**src/rtl/ace_pkg.sv**
```systemverilog
// Package for the accumulator machine execute block.
// Holds the architectural state type, the memory write request and the opcode codes.
// No dependencies.
package ace_pkg;

  localparam int unsigned NUM_REGS = 4;

  typedef logic [7:0] byte_t;
  typedef logic [$clog2(NUM_REGS)-1:0] reg_idx_t;

  typedef struct packed {
    byte_t                     pc;
    byte_t                     acc;
    logic [NUM_REGS-1:0][7:0]  regs;
    byte_t                     sp;
    logic                      c;
    logic                      z;
    logic                      v;
    logic                      n;
  } arch_t;

  typedef struct packed {
    logic  en;
    byte_t addr;
    byte_t data;
  } mem_wr_t;

  localparam byte_t OP_NOP = 8'h00;
  localparam byte_t OP_RET = 8'h05;
  localparam byte_t OP_STC = 8'h0A;
  localparam byte_t OP_CLC = 8'h0F;

  localparam logic [3:0] HI_SYS = 4'h0;
  localparam logic [2:0] HI_ALU = 3'b010;

  localparam logic [5:0] PFX_LDI     = 6'h04;
  localparam logic [5:0] PFX_LDD     = 6'h06;
  localparam logic [5:0] PFX_STD     = 6'h07;
  localparam logic [5:0] PFX_MOV_RA  = 6'h08;
  localparam logic [5:0] PFX_MOV_AR  = 6'h09;
  localparam logic [5:0] PFX_POP     = 6'h0A;
  localparam logic [5:0] PFX_PUSH    = 6'h0B;
  localparam logic [5:0] PFX_MOV_RSP = 6'h0C;
  localparam logic [5:0] PFX_MOV_SPR = 6'h0D;
  localparam logic [5:0] PFX_LDS     = 6'h0E;
  localparam logic [5:0] PFX_STS     = 6'h0F;

  typedef enum logic [2:0] {
    ALU_ADD = 3'd0,
    ALU_SUB = 3'd1,
    ALU_ADC = 3'd2,
    ALU_SBB = 3'd3,
    ALU_XOR = 3'd4,
    ALU_AND = 3'd5,
    ALU_OR  = 3'd6,
    ALU_CMP = 3'd7
  } alu_op_t;

  localparam byte_t PC_STEP1 = 8'd1;
  localparam byte_t PC_STEP2 = 8'd2;

endpackage

```
**src/rtl/ace_if.sv**
```systemverilog
// Valid/ready channel interfaces for the instruction requests and the state results.
// Depends on ace_pkg.
interface ace_in_if;
  logic           valid;
  logic           ready;
  ace_pkg::byte_t opcode;
  ace_pkg::byte_t operand_byte;

  modport source (output valid, output opcode, output operand_byte, input ready);
  modport sink (input valid, input opcode, input operand_byte, output ready);
endinterface

interface ace_out_if;
  logic           valid;
  logic           ready;
  ace_pkg::byte_t next_pc;
  ace_pkg::byte_t acc_out;
  ace_pkg::byte_t reg0_out;
  ace_pkg::byte_t reg1_out;
  ace_pkg::byte_t reg2_out;
  ace_pkg::byte_t reg3_out;
  ace_pkg::byte_t stack_out;
  logic           carry_out;
  logic           zero_out;
  logic           overflow_out;
  logic           negative_out;
  logic           status;

  modport source (output valid, output next_pc, output acc_out, output reg0_out,
                  output reg1_out, output reg2_out, output reg3_out, output stack_out,
                  output carry_out, output zero_out, output overflow_out,
                  output negative_out, output status, input ready);
  modport sink (input valid, input next_pc, input acc_out, input reg0_out,
                input reg1_out, input reg2_out, input reg3_out, input stack_out,
                input carry_out, input zero_out, input overflow_out,
                input negative_out, input status, output ready);
endinterface

```
**src/rtl/accumulator_cpu_execute.sv**
```systemverilog
// Top level of the accumulator machine execute block.
// Depends on ace_pkg, ace_if, ace_dmem and ace_exec.
//
// Each request on in_ch carries an opcode and the program byte after it; each
// result on out_ch shows the machine state after that instruction, with
// status set for an undefined opcode, which changes nothing.
// A request is taken into the first stage, where the data memory address is
// formed and the synchronous memory is read. In the second stage the read data
// is used, the registers and flags are updated and any memory write is made;
// the result is then held in the output register until out_ch accepts it.
// A result passes through the second-stage register and then the output register before
// out_ch.valid rises; while the receiver does not stall, a new request
// can be taken every cycle. The stack pointer of an instruction finishing in
// the second stage is forwarded to the address of the next one, and a memory
// write to the address being read is bypassed inside the memory.
// When the receiver stalls, the second stage holds and in_ch.ready falls.
// Reset clears the program counter, accumulator, general registers, stack
// pointer, flags and all valid bits; the data memory is left as it is and
// must be written before it is read.
module accumulator_cpu_execute (
  input logic       clk,
  input logic       rst_n,
  ace_in_if.sink    in_ch,
  ace_out_if.source out_ch
);
  import ace_pkg::*;

  arch_t   arch_r;
  arch_t   arch_nxt;
  arch_t   out_st_r;
  logic    out_status_r;
  logic    out_v_r;
  logic    s2_v_r;
  byte_t   s2_op_r;
  byte_t   s2_imm_r;
  logic    commit;
  logic    accept;
  logic    ex_illegal;
  mem_wr_t ex_wr;
  mem_wr_t mem_wr;
  byte_t   sp_fwd;
  byte_t   rd_addr;
  byte_t   rd_data;

  assign commit      = s2_v_r && (!out_v_r || out_ch.ready);
  assign in_ch.ready = !s2_v_r || commit;
  assign accept      = in_ch.valid && in_ch.ready;
  assign sp_fwd      = commit ? arch_nxt.sp : arch_r.sp;

  always_comb begin
    case (in_ch.opcode[7:2])
      PFX_LDD: rd_addr = in_ch.operand_byte;
      PFX_POP: rd_addr = sp_fwd;
      PFX_LDS: rd_addr = sp_fwd + in_ch.operand_byte;
      default: rd_addr = (in_ch.opcode == OP_RET) ? sp_fwd : in_ch.operand_byte;
    endcase
  end

  always_comb begin
    mem_wr    = ex_wr;
    mem_wr.en = ex_wr.en && commit;
  end

  ace_dmem u_dmem (
    .clk     (clk),
    .wr      (mem_wr),
    .rd_en   (accept),
    .rd_addr (rd_addr),
    .rd_data (rd_data)
  );

  ace_exec u_exec (
    .st       (arch_r),
    .opcode   (s2_op_r),
    .imm      (s2_imm_r),
    .mem_data (rd_data),
    .nx       (arch_nxt),
    .wr       (ex_wr),
    .illegal  (ex_illegal)
  );

  always_ff @(posedge clk) begin
    if (!rst_n) begin
      arch_r  <= '0;
      s2_v_r  <= 1'b0;
      out_v_r <= 1'b0;
    end else begin
      if (accept) begin
        s2_v_r <= 1'b1;
      end else if (commit) begin
        s2_v_r <= 1'b0;
      end
      if (commit) begin
        arch_r  <= arch_nxt;
        out_v_r <= 1'b1;
      end else if (out_ch.ready) begin
        out_v_r <= 1'b0;
      end
    end
  end

  always_ff @(posedge clk) begin
    if (accept) begin
      s2_op_r  <= in_ch.opcode;
      s2_imm_r <= in_ch.operand_byte;
    end
    if (commit) begin
      out_st_r     <= arch_nxt;
      out_status_r <= ex_illegal;
    end
  end

  assign out_ch.valid        = out_v_r;
  assign out_ch.next_pc      = out_st_r.pc;
  assign out_ch.acc_out      = out_st_r.acc;
  assign out_ch.reg0_out     = out_st_r.regs[0];
  assign out_ch.reg1_out     = out_st_r.regs[1];
  assign out_ch.reg2_out     = out_st_r.regs[2];
  assign out_ch.reg3_out     = out_st_r.regs[3];
  assign out_ch.stack_out    = out_st_r.sp;
  assign out_ch.carry_out    = out_st_r.c;
  assign out_ch.zero_out     = out_st_r.z;
  assign out_ch.overflow_out = out_st_r.v;
  assign out_ch.negative_out = out_st_r.n;
  assign out_ch.status       = out_status_r;

`ifndef SYNTHESIS
  a_illegal_keeps_state: assert property (@(posedge clk) disable iff (!rst_n)
    commit && ex_illegal |=> arch_r == $past(arch_r))
    else $error("An illegal opcode changed the machine state.");

  a_illegal_no_write: assert property (@(posedge clk) disable iff (!rst_n)
    ex_illegal |-> !ex_wr.en)
    else $error("An illegal opcode requested a memory write.");

  a_commit_fills_output: assert property (@(posedge clk) disable iff (!rst_n)
    commit |=> out_v_r && out_st_r == arch_r)
    else $error("A finished instruction did not reach the output register.");

  a_stalled_stage_holds: assert property (@(posedge clk) disable iff (!rst_n)
    s2_v_r && !commit |=> s2_v_r && $stable(s2_op_r) && $stable(s2_imm_r))
    else $error("A stalled instruction was lost or altered.");
`endif

endmodule

```
**src/rtl/ace_dmem.sv**
```systemverilog
// 256-byte data memory with one write port and one registered read port.
// A read of the address being written in the same cycle returns the new data.
// Depends on ace_pkg.
module ace_dmem (
  input  logic             clk,
  input  ace_pkg::mem_wr_t wr,
  input  logic             rd_en,
  input  ace_pkg::byte_t   rd_addr,
  output ace_pkg::byte_t   rd_data
);
  import ace_pkg::*;

  byte_t mem [0:255];
  byte_t rd_data_r;

  always_ff @(posedge clk) begin
    if (wr.en) begin
      mem[wr.addr] <= wr.data;
    end
    if (rd_en) begin
      rd_data_r <= (wr.en && (wr.addr == rd_addr)) ? wr.data : mem[rd_addr];
    end
  end

  assign rd_data = rd_data_r;

endmodule

```
**src/rtl/ace_exec.sv**
```systemverilog
// Decode and execute of one instruction: next architectural state and memory write.
// Depends on ace_pkg.
module ace_exec (
  input  ace_pkg::arch_t   st,
  input  ace_pkg::byte_t   opcode,
  input  ace_pkg::byte_t   imm,
  input  ace_pkg::byte_t   mem_data,
  output ace_pkg::arch_t   nx,
  output ace_pkg::mem_wr_t wr,
  output logic             illegal
);
  import ace_pkg::*;

  reg_idx_t    r;
  reg_idx_t    d;
  alu_op_t     aop;
  byte_t       a;
  byte_t       b;
  logic        cin;
  logic [8:0]  sum9;
  logic [8:0]  diff9;
  logic        add_v;
  logic        sub_v;
  byte_t       pc_step;
  logic        jumped;

  assign r   = opcode[1:0];
  assign d   = opcode[3:2];
  assign aop = alu_op_t'(opcode[4:2]);
  assign a   = st.acc;
  assign b   = st.regs[r];
  assign cin = ((aop == ALU_ADC) || (aop == ALU_SBB)) ? st.c : 1'b0;

  assign sum9  = {1'b0, a} + {1'b0, b} + {8'd0, cin};
  assign diff9 = {1'b0, a} - {1'b0, b} - {8'd0, cin};
  assign add_v = (a[7] ^ sum9[7]) & (b[7] ^ sum9[7]);
  assign sub_v = (a[7] ^ b[7]) & (a[7] ^ diff9[7]);

  always_comb begin
    nx       = st;
    wr.en    = 1'b0;
    wr.addr  = imm;
    wr.data  = st.regs[r];
    illegal  = 1'b0;
    jumped   = 1'b0;
    pc_step  = PC_STEP1;
    if (opcode[7:4] == HI_SYS) begin
      case (opcode)
        OP_NOP: begin
        end
        OP_RET: begin
          nx.pc  = mem_data;
          nx.sp  = st.sp + 8'd1;
          jumped = 1'b1;
        end
        OP_STC: nx.c = 1'b1;
        OP_CLC: nx.c = 1'b0;
        default: nx.regs[d] = st.regs[r];
      endcase
    end else if (opcode[7:5] == HI_ALU) begin
      case (aop)
        ALU_ADD, ALU_ADC: begin
          nx.acc = sum9[7:0];
          nx.c   = sum9[8];
          nx.v   = add_v;
          nx.z   = (sum9[7:0] == 8'd0);
          nx.n   = sum9[7];
        end
        ALU_SUB, ALU_SBB, ALU_CMP: begin
          if (aop != ALU_CMP) begin
            nx.acc = diff9[7:0];
          end
          nx.c = diff9[8];
          nx.v = sub_v;
          nx.z = (diff9[7:0] == 8'd0);
          nx.n = diff9[7];
        end
        ALU_XOR: begin
          nx.acc = a ^ b;
          nx.z   = ((a ^ b) == 8'd0);
          nx.n   = a[7] ^ b[7];
        end
        ALU_AND: begin
          nx.acc = a & b;
          nx.z   = ((a & b) == 8'd0);
          nx.n   = a[7] & b[7];
        end
        ALU_OR: begin
          nx.acc = a | b;
          nx.z   = ((a | b) == 8'd0);
          nx.n   = a[7] | b[7];
        end
        default: begin
        end
      endcase
    end else begin
      case (opcode[7:2])
        PFX_LDI: begin
          nx.regs[r] = imm;
          pc_step    = PC_STEP2;
        end
        PFX_LDD: begin
          nx.regs[r] = mem_data;
          pc_step    = PC_STEP2;
        end
        PFX_STD: begin
          wr.en   = 1'b1;
          pc_step = PC_STEP2;
        end
        PFX_MOV_RA:  nx.regs[r] = st.acc;
        PFX_MOV_AR:  nx.acc = st.regs[r];
        PFX_POP: begin
          nx.regs[r] = mem_data;
          nx.sp      = st.sp + 8'd1;
        end
        PFX_PUSH: begin
          nx.sp   = st.sp - 8'd1;
          wr.en   = 1'b1;
          wr.addr = st.sp - 8'd1;
        end
        PFX_MOV_RSP: nx.regs[r] = st.sp;
        PFX_MOV_SPR: nx.sp = st.regs[r];
        PFX_LDS: begin
          nx.regs[r] = mem_data;
          pc_step    = PC_STEP2;
        end
        PFX_STS: begin
          wr.en   = 1'b1;
          wr.addr = st.sp + imm;
          pc_step = PC_STEP2;
        end
        default: illegal = 1'b1;
      endcase
    end
    if (!illegal && !jumped) begin
      nx.pc = st.pc + pc_step;
    end
  end

endmodule

```
**src/flat_wrapper.sv**
```systemverilog
// flat-port wrapper written by rule: the top's interface ports become plain ports
module accumulator_cpu_execute_flat import ace_pkg::*;
  (clk, rst_n, in_ch_valid, in_ch_opcode, in_ch_operand_byte, in_ch_ready, out_ch_valid, out_ch_next_pc, out_ch_acc_out, out_ch_reg0_out, out_ch_reg1_out, out_ch_reg2_out, out_ch_reg3_out, out_ch_stack_out, out_ch_carry_out, out_ch_zero_out, out_ch_overflow_out, out_ch_negative_out, out_ch_status, out_ch_ready);
  ace_in_if in_ch_i ();
  ace_out_if out_ch_i ();
  input logic clk;
  input logic rst_n;
  input wire logic [$bits(in_ch_i.valid)-1:0] in_ch_valid;
  input wire logic [$bits(in_ch_i.opcode)-1:0] in_ch_opcode;
  input wire logic [$bits(in_ch_i.operand_byte)-1:0] in_ch_operand_byte;
  output wire logic [$bits(in_ch_i.ready)-1:0] in_ch_ready;
  output wire logic [$bits(out_ch_i.valid)-1:0] out_ch_valid;
  output wire logic [$bits(out_ch_i.next_pc)-1:0] out_ch_next_pc;
  output wire logic [$bits(out_ch_i.acc_out)-1:0] out_ch_acc_out;
  output wire logic [$bits(out_ch_i.reg0_out)-1:0] out_ch_reg0_out;
  output wire logic [$bits(out_ch_i.reg1_out)-1:0] out_ch_reg1_out;
  output wire logic [$bits(out_ch_i.reg2_out)-1:0] out_ch_reg2_out;
  output wire logic [$bits(out_ch_i.reg3_out)-1:0] out_ch_reg3_out;
  output wire logic [$bits(out_ch_i.stack_out)-1:0] out_ch_stack_out;
  output wire logic [$bits(out_ch_i.carry_out)-1:0] out_ch_carry_out;
  output wire logic [$bits(out_ch_i.zero_out)-1:0] out_ch_zero_out;
  output wire logic [$bits(out_ch_i.overflow_out)-1:0] out_ch_overflow_out;
  output wire logic [$bits(out_ch_i.negative_out)-1:0] out_ch_negative_out;
  output wire logic [$bits(out_ch_i.status)-1:0] out_ch_status;
  input wire logic [$bits(out_ch_i.ready)-1:0] out_ch_ready;
  assign in_ch_i.valid = in_ch_valid;
  assign in_ch_i.opcode = in_ch_opcode;
  assign in_ch_i.operand_byte = in_ch_operand_byte;
  assign in_ch_ready = in_ch_i.ready;
  assign out_ch_valid = out_ch_i.valid;
  assign out_ch_next_pc = out_ch_i.next_pc;
  assign out_ch_acc_out = out_ch_i.acc_out;
  assign out_ch_reg0_out = out_ch_i.reg0_out;
  assign out_ch_reg1_out = out_ch_i.reg1_out;
  assign out_ch_reg2_out = out_ch_i.reg2_out;
  assign out_ch_reg3_out = out_ch_i.reg3_out;
  assign out_ch_stack_out = out_ch_i.stack_out;
  assign out_ch_carry_out = out_ch_i.carry_out;
  assign out_ch_zero_out = out_ch_i.zero_out;
  assign out_ch_overflow_out = out_ch_i.overflow_out;
  assign out_ch_negative_out = out_ch_i.negative_out;
  assign out_ch_status = out_ch_i.status;
  assign out_ch_i.ready = out_ch_ready;
  accumulator_cpu_execute u_core (.clk(clk), .rst_n(rst_n), .in_ch(in_ch_i), .out_ch(out_ch_i));
endmodule
```
**config.mk**
```make
export PLATFORM = sky130hd
export DESIGN_NAME = accumulator_cpu_execute_flat
export DESIGN_NICKNAME = d
export VERILOG_FILES = /design/src/rtl/ace_pkg.sv /design/src/rtl/ace_if.sv /design/src/rtl/accumulator_cpu_execute.sv /design/src/rtl/ace_dmem.sv /design/src/rtl/ace_exec.sv /design/src/flat_wrapper.sv
export SDC_FILE = /design/constraint.sdc
export NUM_CORES = 2
export LEC_CHECK = 0
export ABC_AREA = 1
export CORE_MARGIN = 2
export CORE_UTILIZATION = 49
export CTS_CLUSTER_SIZE = 30
export DETAILED_ROUTE_END_ITERATION = 10
export DONT_BUFFER_PORTS = 1
export PLACE_DENSITY = 0.62
export SLEW_MARGIN = 25
export SYNTH_ARGS = -nofsm -noshare
export SYNTH_HDL_FRONTEND = slang
export SYNTH_HIERARCHICAL = 1
export SYNTH_SLANG_ARGS = --single-unit
```
**constraint.sdc**
```tcl
create_clock -name clk -period 24.3 [get_ports clk]
set_input_delay 3.645 -clock clk [delete_from_list [all_inputs] [get_ports clk]]
set_output_delay 3.645 -clock clk [all_outputs]
set_load 0.02 [all_outputs]
```
==> reports/summary.txt <==
Setup crit end kind -> register
met2 track utilization from global routing -> 0.425
first-pass GRT wire length -> 407000 um
placed instance area -> 96100 um^2
post-route setup slack -> 14.83 ns
Synth top area share -> 0.677
number of design-rule violations left by the first detailed-router iteration -> 9057
maximum clock rate -> 106 MHz
FF/Latch Area -> 65300 um^2
gr busiest metal -> met2
Slowest cell on crit path -> buf_4
peak per-stage delay on the critical path -> 0.90 ns
pin count of the biggest net entering global routing -> 230
Initial DRT Pass Iterations -> 6
Rel. slew slack -> -0.143
Top cell by count, worst path -> nand3_1
antenna-violating nets left -> 0
layout cells sized above 1 -> 0.0584
adder and majority gate portion of the synthesized area -> 0.00783
worst slack at placement -> 14.11 ns
half-perimeter wire length after detailed placement -> 159000 um
DR DRC count -> 0
Net count, final -> 8469
transition at the pin with the smallest max-transition slack -> 1.71 ns
setup repair after global routing missed its margin -> false
Starting Density -> 0.492
PortBufs -> 0
most common library cell in the layout ignoring fill and taps -> nand2_1
Area Growth Syn to Fin -> 9.01%
number of warnings issued by yosys -> 6
routed len/inst -> 24.7 um
reported max-cap violation count -> 0
Synthesized Nets -> 8710
dominant cells by area after synthesis -> edfxtp_1 (68%), nand3_1 (11%), nand2_1 (9.4%)
fraction of registers with async set or reset after synthesis -> 0
leakage -> 36.0 nW
Startpoint Class -> input pin
VDD IR-drop max -> 81.0 uV
filler cell count -> 16413
Worst Setup EP -> u_core/u_dmem/rd_data[2]$_DFFE_PP_
global route overflow -> 0
simple-gate share of the synthesized area -> 0.237
top fanout value on the critical path -> 136
cells traversed along the worst timing path -> inv_2, nand2_2, nand2_4, buf_4, inv_4, buf_4, nand2_4, nand2_4, fa_1, inv_1, o22ai_1, nor2_1, nand2_4, inv_8, buf_4, nand3_1, nand3_1, nand3_1, nand3_1, nand3_1, nand3_1, nand3_1, nand3_1, nand2_1
arrival time of data at the critical path endpoint -> 10.09 ns
total die area -> 197000 um^2
max-slew violation count -> 90
shortest clock period the worst path allows after layout -> 9.47 ns
run status -> finished, violations left
number of instances in the synthesized netlist -> 8635
routability congestion estimate -> 0.902
internal reg-to-reg setup slack -> 16.29 ns
destination of the worst register-to-register timing path -> u_core/u_dmem/rd_data[2]$_DFFE_PP_
dominant cell type by area after synthesis -> edfxtp_1
path category of the worst min-delay check -> register to register
clock transition at the registers of the reported paths -> 0.06 ns
sequential fraction of the synthesis area -> 0.690
clock skew -> 0.0531 ns
GRT met1 Usage -> 0.391
sink count of the clock tree -> 2195
number of enable-type register cells in the synthesized netlist -> 2133
launch point of the worst reg-to-reg path -> u_core/s2_op_r[1]$_DFFE_PP_
count of unique library cells instantiated by Yosys -> 54
setup TNS -> 0 ns
final instance area -> 103000 um^2
post-CTS repair timing setup buffer count -> 0
CTS tree -> done
hold violation count in the final report -> 0
violated checks -> slew limit
Final Routed Wirelength -> 275000 um
clock buffer depth -> 3
number of failing setup endpoints in the final timing report -> 0
number of vias per cell -> 5.95
# H-tree levels -> 4
combined area of all synthesized cells -> 94600 um^2
CTS buffer count -> 220
number of hold-repair buffers added at the cts stage -> 0
pwr dens -> 80.3 nW/um^2
floorplan core area -> 192000 um^2
Critical Setup Path Class -> input pin to register
start point of the critical path -> out_ch_ready
cell depth of the worst flop-to-flop path -> 27
flip-flop and latch count after synthesis -> 2195
commonest cells after routing, fill and taps aside -> nand2_1 (2359), nand3_1 (2159), edfxtp_1 (2133), nor2_1 (491), clkbuf_16 (221)
share of cell area taken by muxes after synthesis -> 0
Via Count -> 66101
root buffer selected by CTS -> clkbuf_16
most common flop cell mapped by yosys -> edfxtp_1
crit share post-route -> 0.390
die span in y -> 443 um
xor-xnor portion of the synthesized cell area -> 0.00167
synthesized area divided by synthesized cell count -> 11.0 um^2
number of gates given a new drive strength after cts -> 0
Global Route met3 Usage -> 0.0542
Worst EP required -> 24.92 ns
Die W -> 443 um
area occupied by multi-input gates -> 25900 um^2
largest family of logic cells by synthesized area -> simple AND/OR/NAND/NOR gates
standard-cell row count -> 161
number of global-route vias before repair -> 61686
antenna violations before repair -> 6
Clk Latency, worst-skew pair -> 0.86 ns
num ports -> 83
compound-cell area share of the yosys netlist -> 0.0253
global-route usage over all layers -> 0.275
==> registers in the layout, summed over array words and instances (netlist names), 8 cells and up <==
register / count
u_core/out_ch.reg3_out: 8
u_core/s2_op_r: 8
u_core/out_ch.reg1_out: 8
u_core/u_dmem/rd_data: 8
u_core/arch_r: 60
u_core/out_ch.reg0_out: 8
u_core/u_dmem/mem: 2048
u_core/s2_imm_r: 8
u_core/out_ch.acc_out: 8
u_core/out_ch.stack_out: 8
u_core/out_ch.reg2_out: 8
u_core/out_ch.next_pc: 8
==> synth_stat cells (3+ instances only) <==
cell type and number:
buf_1 56, inv_4 3, o221ai_1 7, buf_6 13
nand2_2 8, o311ai_1 5, o21ai_2 7, or2_2 4
nand2_1 2365, inv_2 22, nor2_2 12, nor4_1 5
xnor2_1 6, dfxtp_1 62, a22oi_1 12, buf_4 20
nand3_1 2161, nor3_1 14, xor2_1 12, inv_1 199
buf_2 330, o22ai_1 5, fa_1 7, ha_1 48
a21oi_1 82, o211ai_1 18, nor2_4 8, nand4_1 48
nor3_2 4, o21ai_0 216, clkbuf_1 144, o31ai_1 3
nand2_4 10, clkinv_1 3, edfxtp_1 2133, o21ai_1 63
nor2_1 492, a31oi_1 5
==> logic make-up (layout without fill, tap and decap cells) <==
kind of cell	count (synthesis)	in the layout
adders and majority gates	55	55
other	0	1
DFF	2195	2195
and+or+nand+nor	5143	5143
xor gates and xnor gates	18	18
AOI/OAI and AO/OA	434	434
buffers and inverters	790	731
==> power by group <==
group          internal (W)  switching [W]
clock network       0.00186        0.00143
logic              0.000172       0.000577
registers           0.00421      0.0000340
total               0.00624        0.00204
==> worst min-delay path by stage <==
stage	start	endpoint	slack [ns]	cells after the start
CTS	u_core/arch_r[0]$_SDFFE_PN0N_	u_core/arch_r[0]$_SDFFE_PN0N_	0.50	2
floorplan	u_core/arch_r[0]$_SDFFE_PN0N_	u_core/arch_r[0]$_SDFFE_PN0N_	0.46	2
finish	u_core/arch_r[2]$_SDFFE_PN0N_	u_core/arch_r[2]$_SDFFE_PN0N_	0.49	2
global placement	u_core/arch_r[2]$_SDFFE_PN0N_	u_core/arch_r[2]$_SDFFE_PN0N_	0.47	2
detailed placement	u_core/arch_r[0]$_SDFFE_PN0N_	u_core/arch_r[0]$_SDFFE_PN0N_	0.48	2
global route	u_core/arch_r[0]$_SDFFE_PN0N_	u_core/arch_r[0]$_SDFFE_PN0N_	0.53	2
==> metal layers <==
metal,up-vias,share of wire
met5,-,0.00055
met4,4,0.033
met3,484,0.098
met2,3201,0.46
met1,32427,0.41
li1,29985,-
==> through the flow <==
step,util,total power [W],hold slack [ns],cells
floorplan,-,0.00483,0.456,8635
global placement,0.500,0.00506,0.467,10697
detailed placement,0.500,0.00506,0.484,10697
CTS,0.536,0.00832,0.498,11101
global route,0.537,0.00854,0.526,11103
finish,0.537,0.00828,0.493,11103
==> layout make-up <==
class                      count  share of cell area
inverter                     227             0.00878
clock buffer                 277              0.0558
timing repair buffer         100             0.00864
tap                         2526              0.0306
multi-input combinational   5650               0.251
antenna                        1           0.0000243
sequential                  2195               0.633
clock inverter               127              0.0119
==> worst max-delay path: cells and delay by family <==
family / cells / cell delay, ns
adders and majority gates: 1 / 0.46
AOI/OAI and AO/OA: 1 / 0.08
and+or+nand+nor: 15 / 2.91
buffers and inverters: 7 / 2.66
Power figures use the tool's default switching activity.
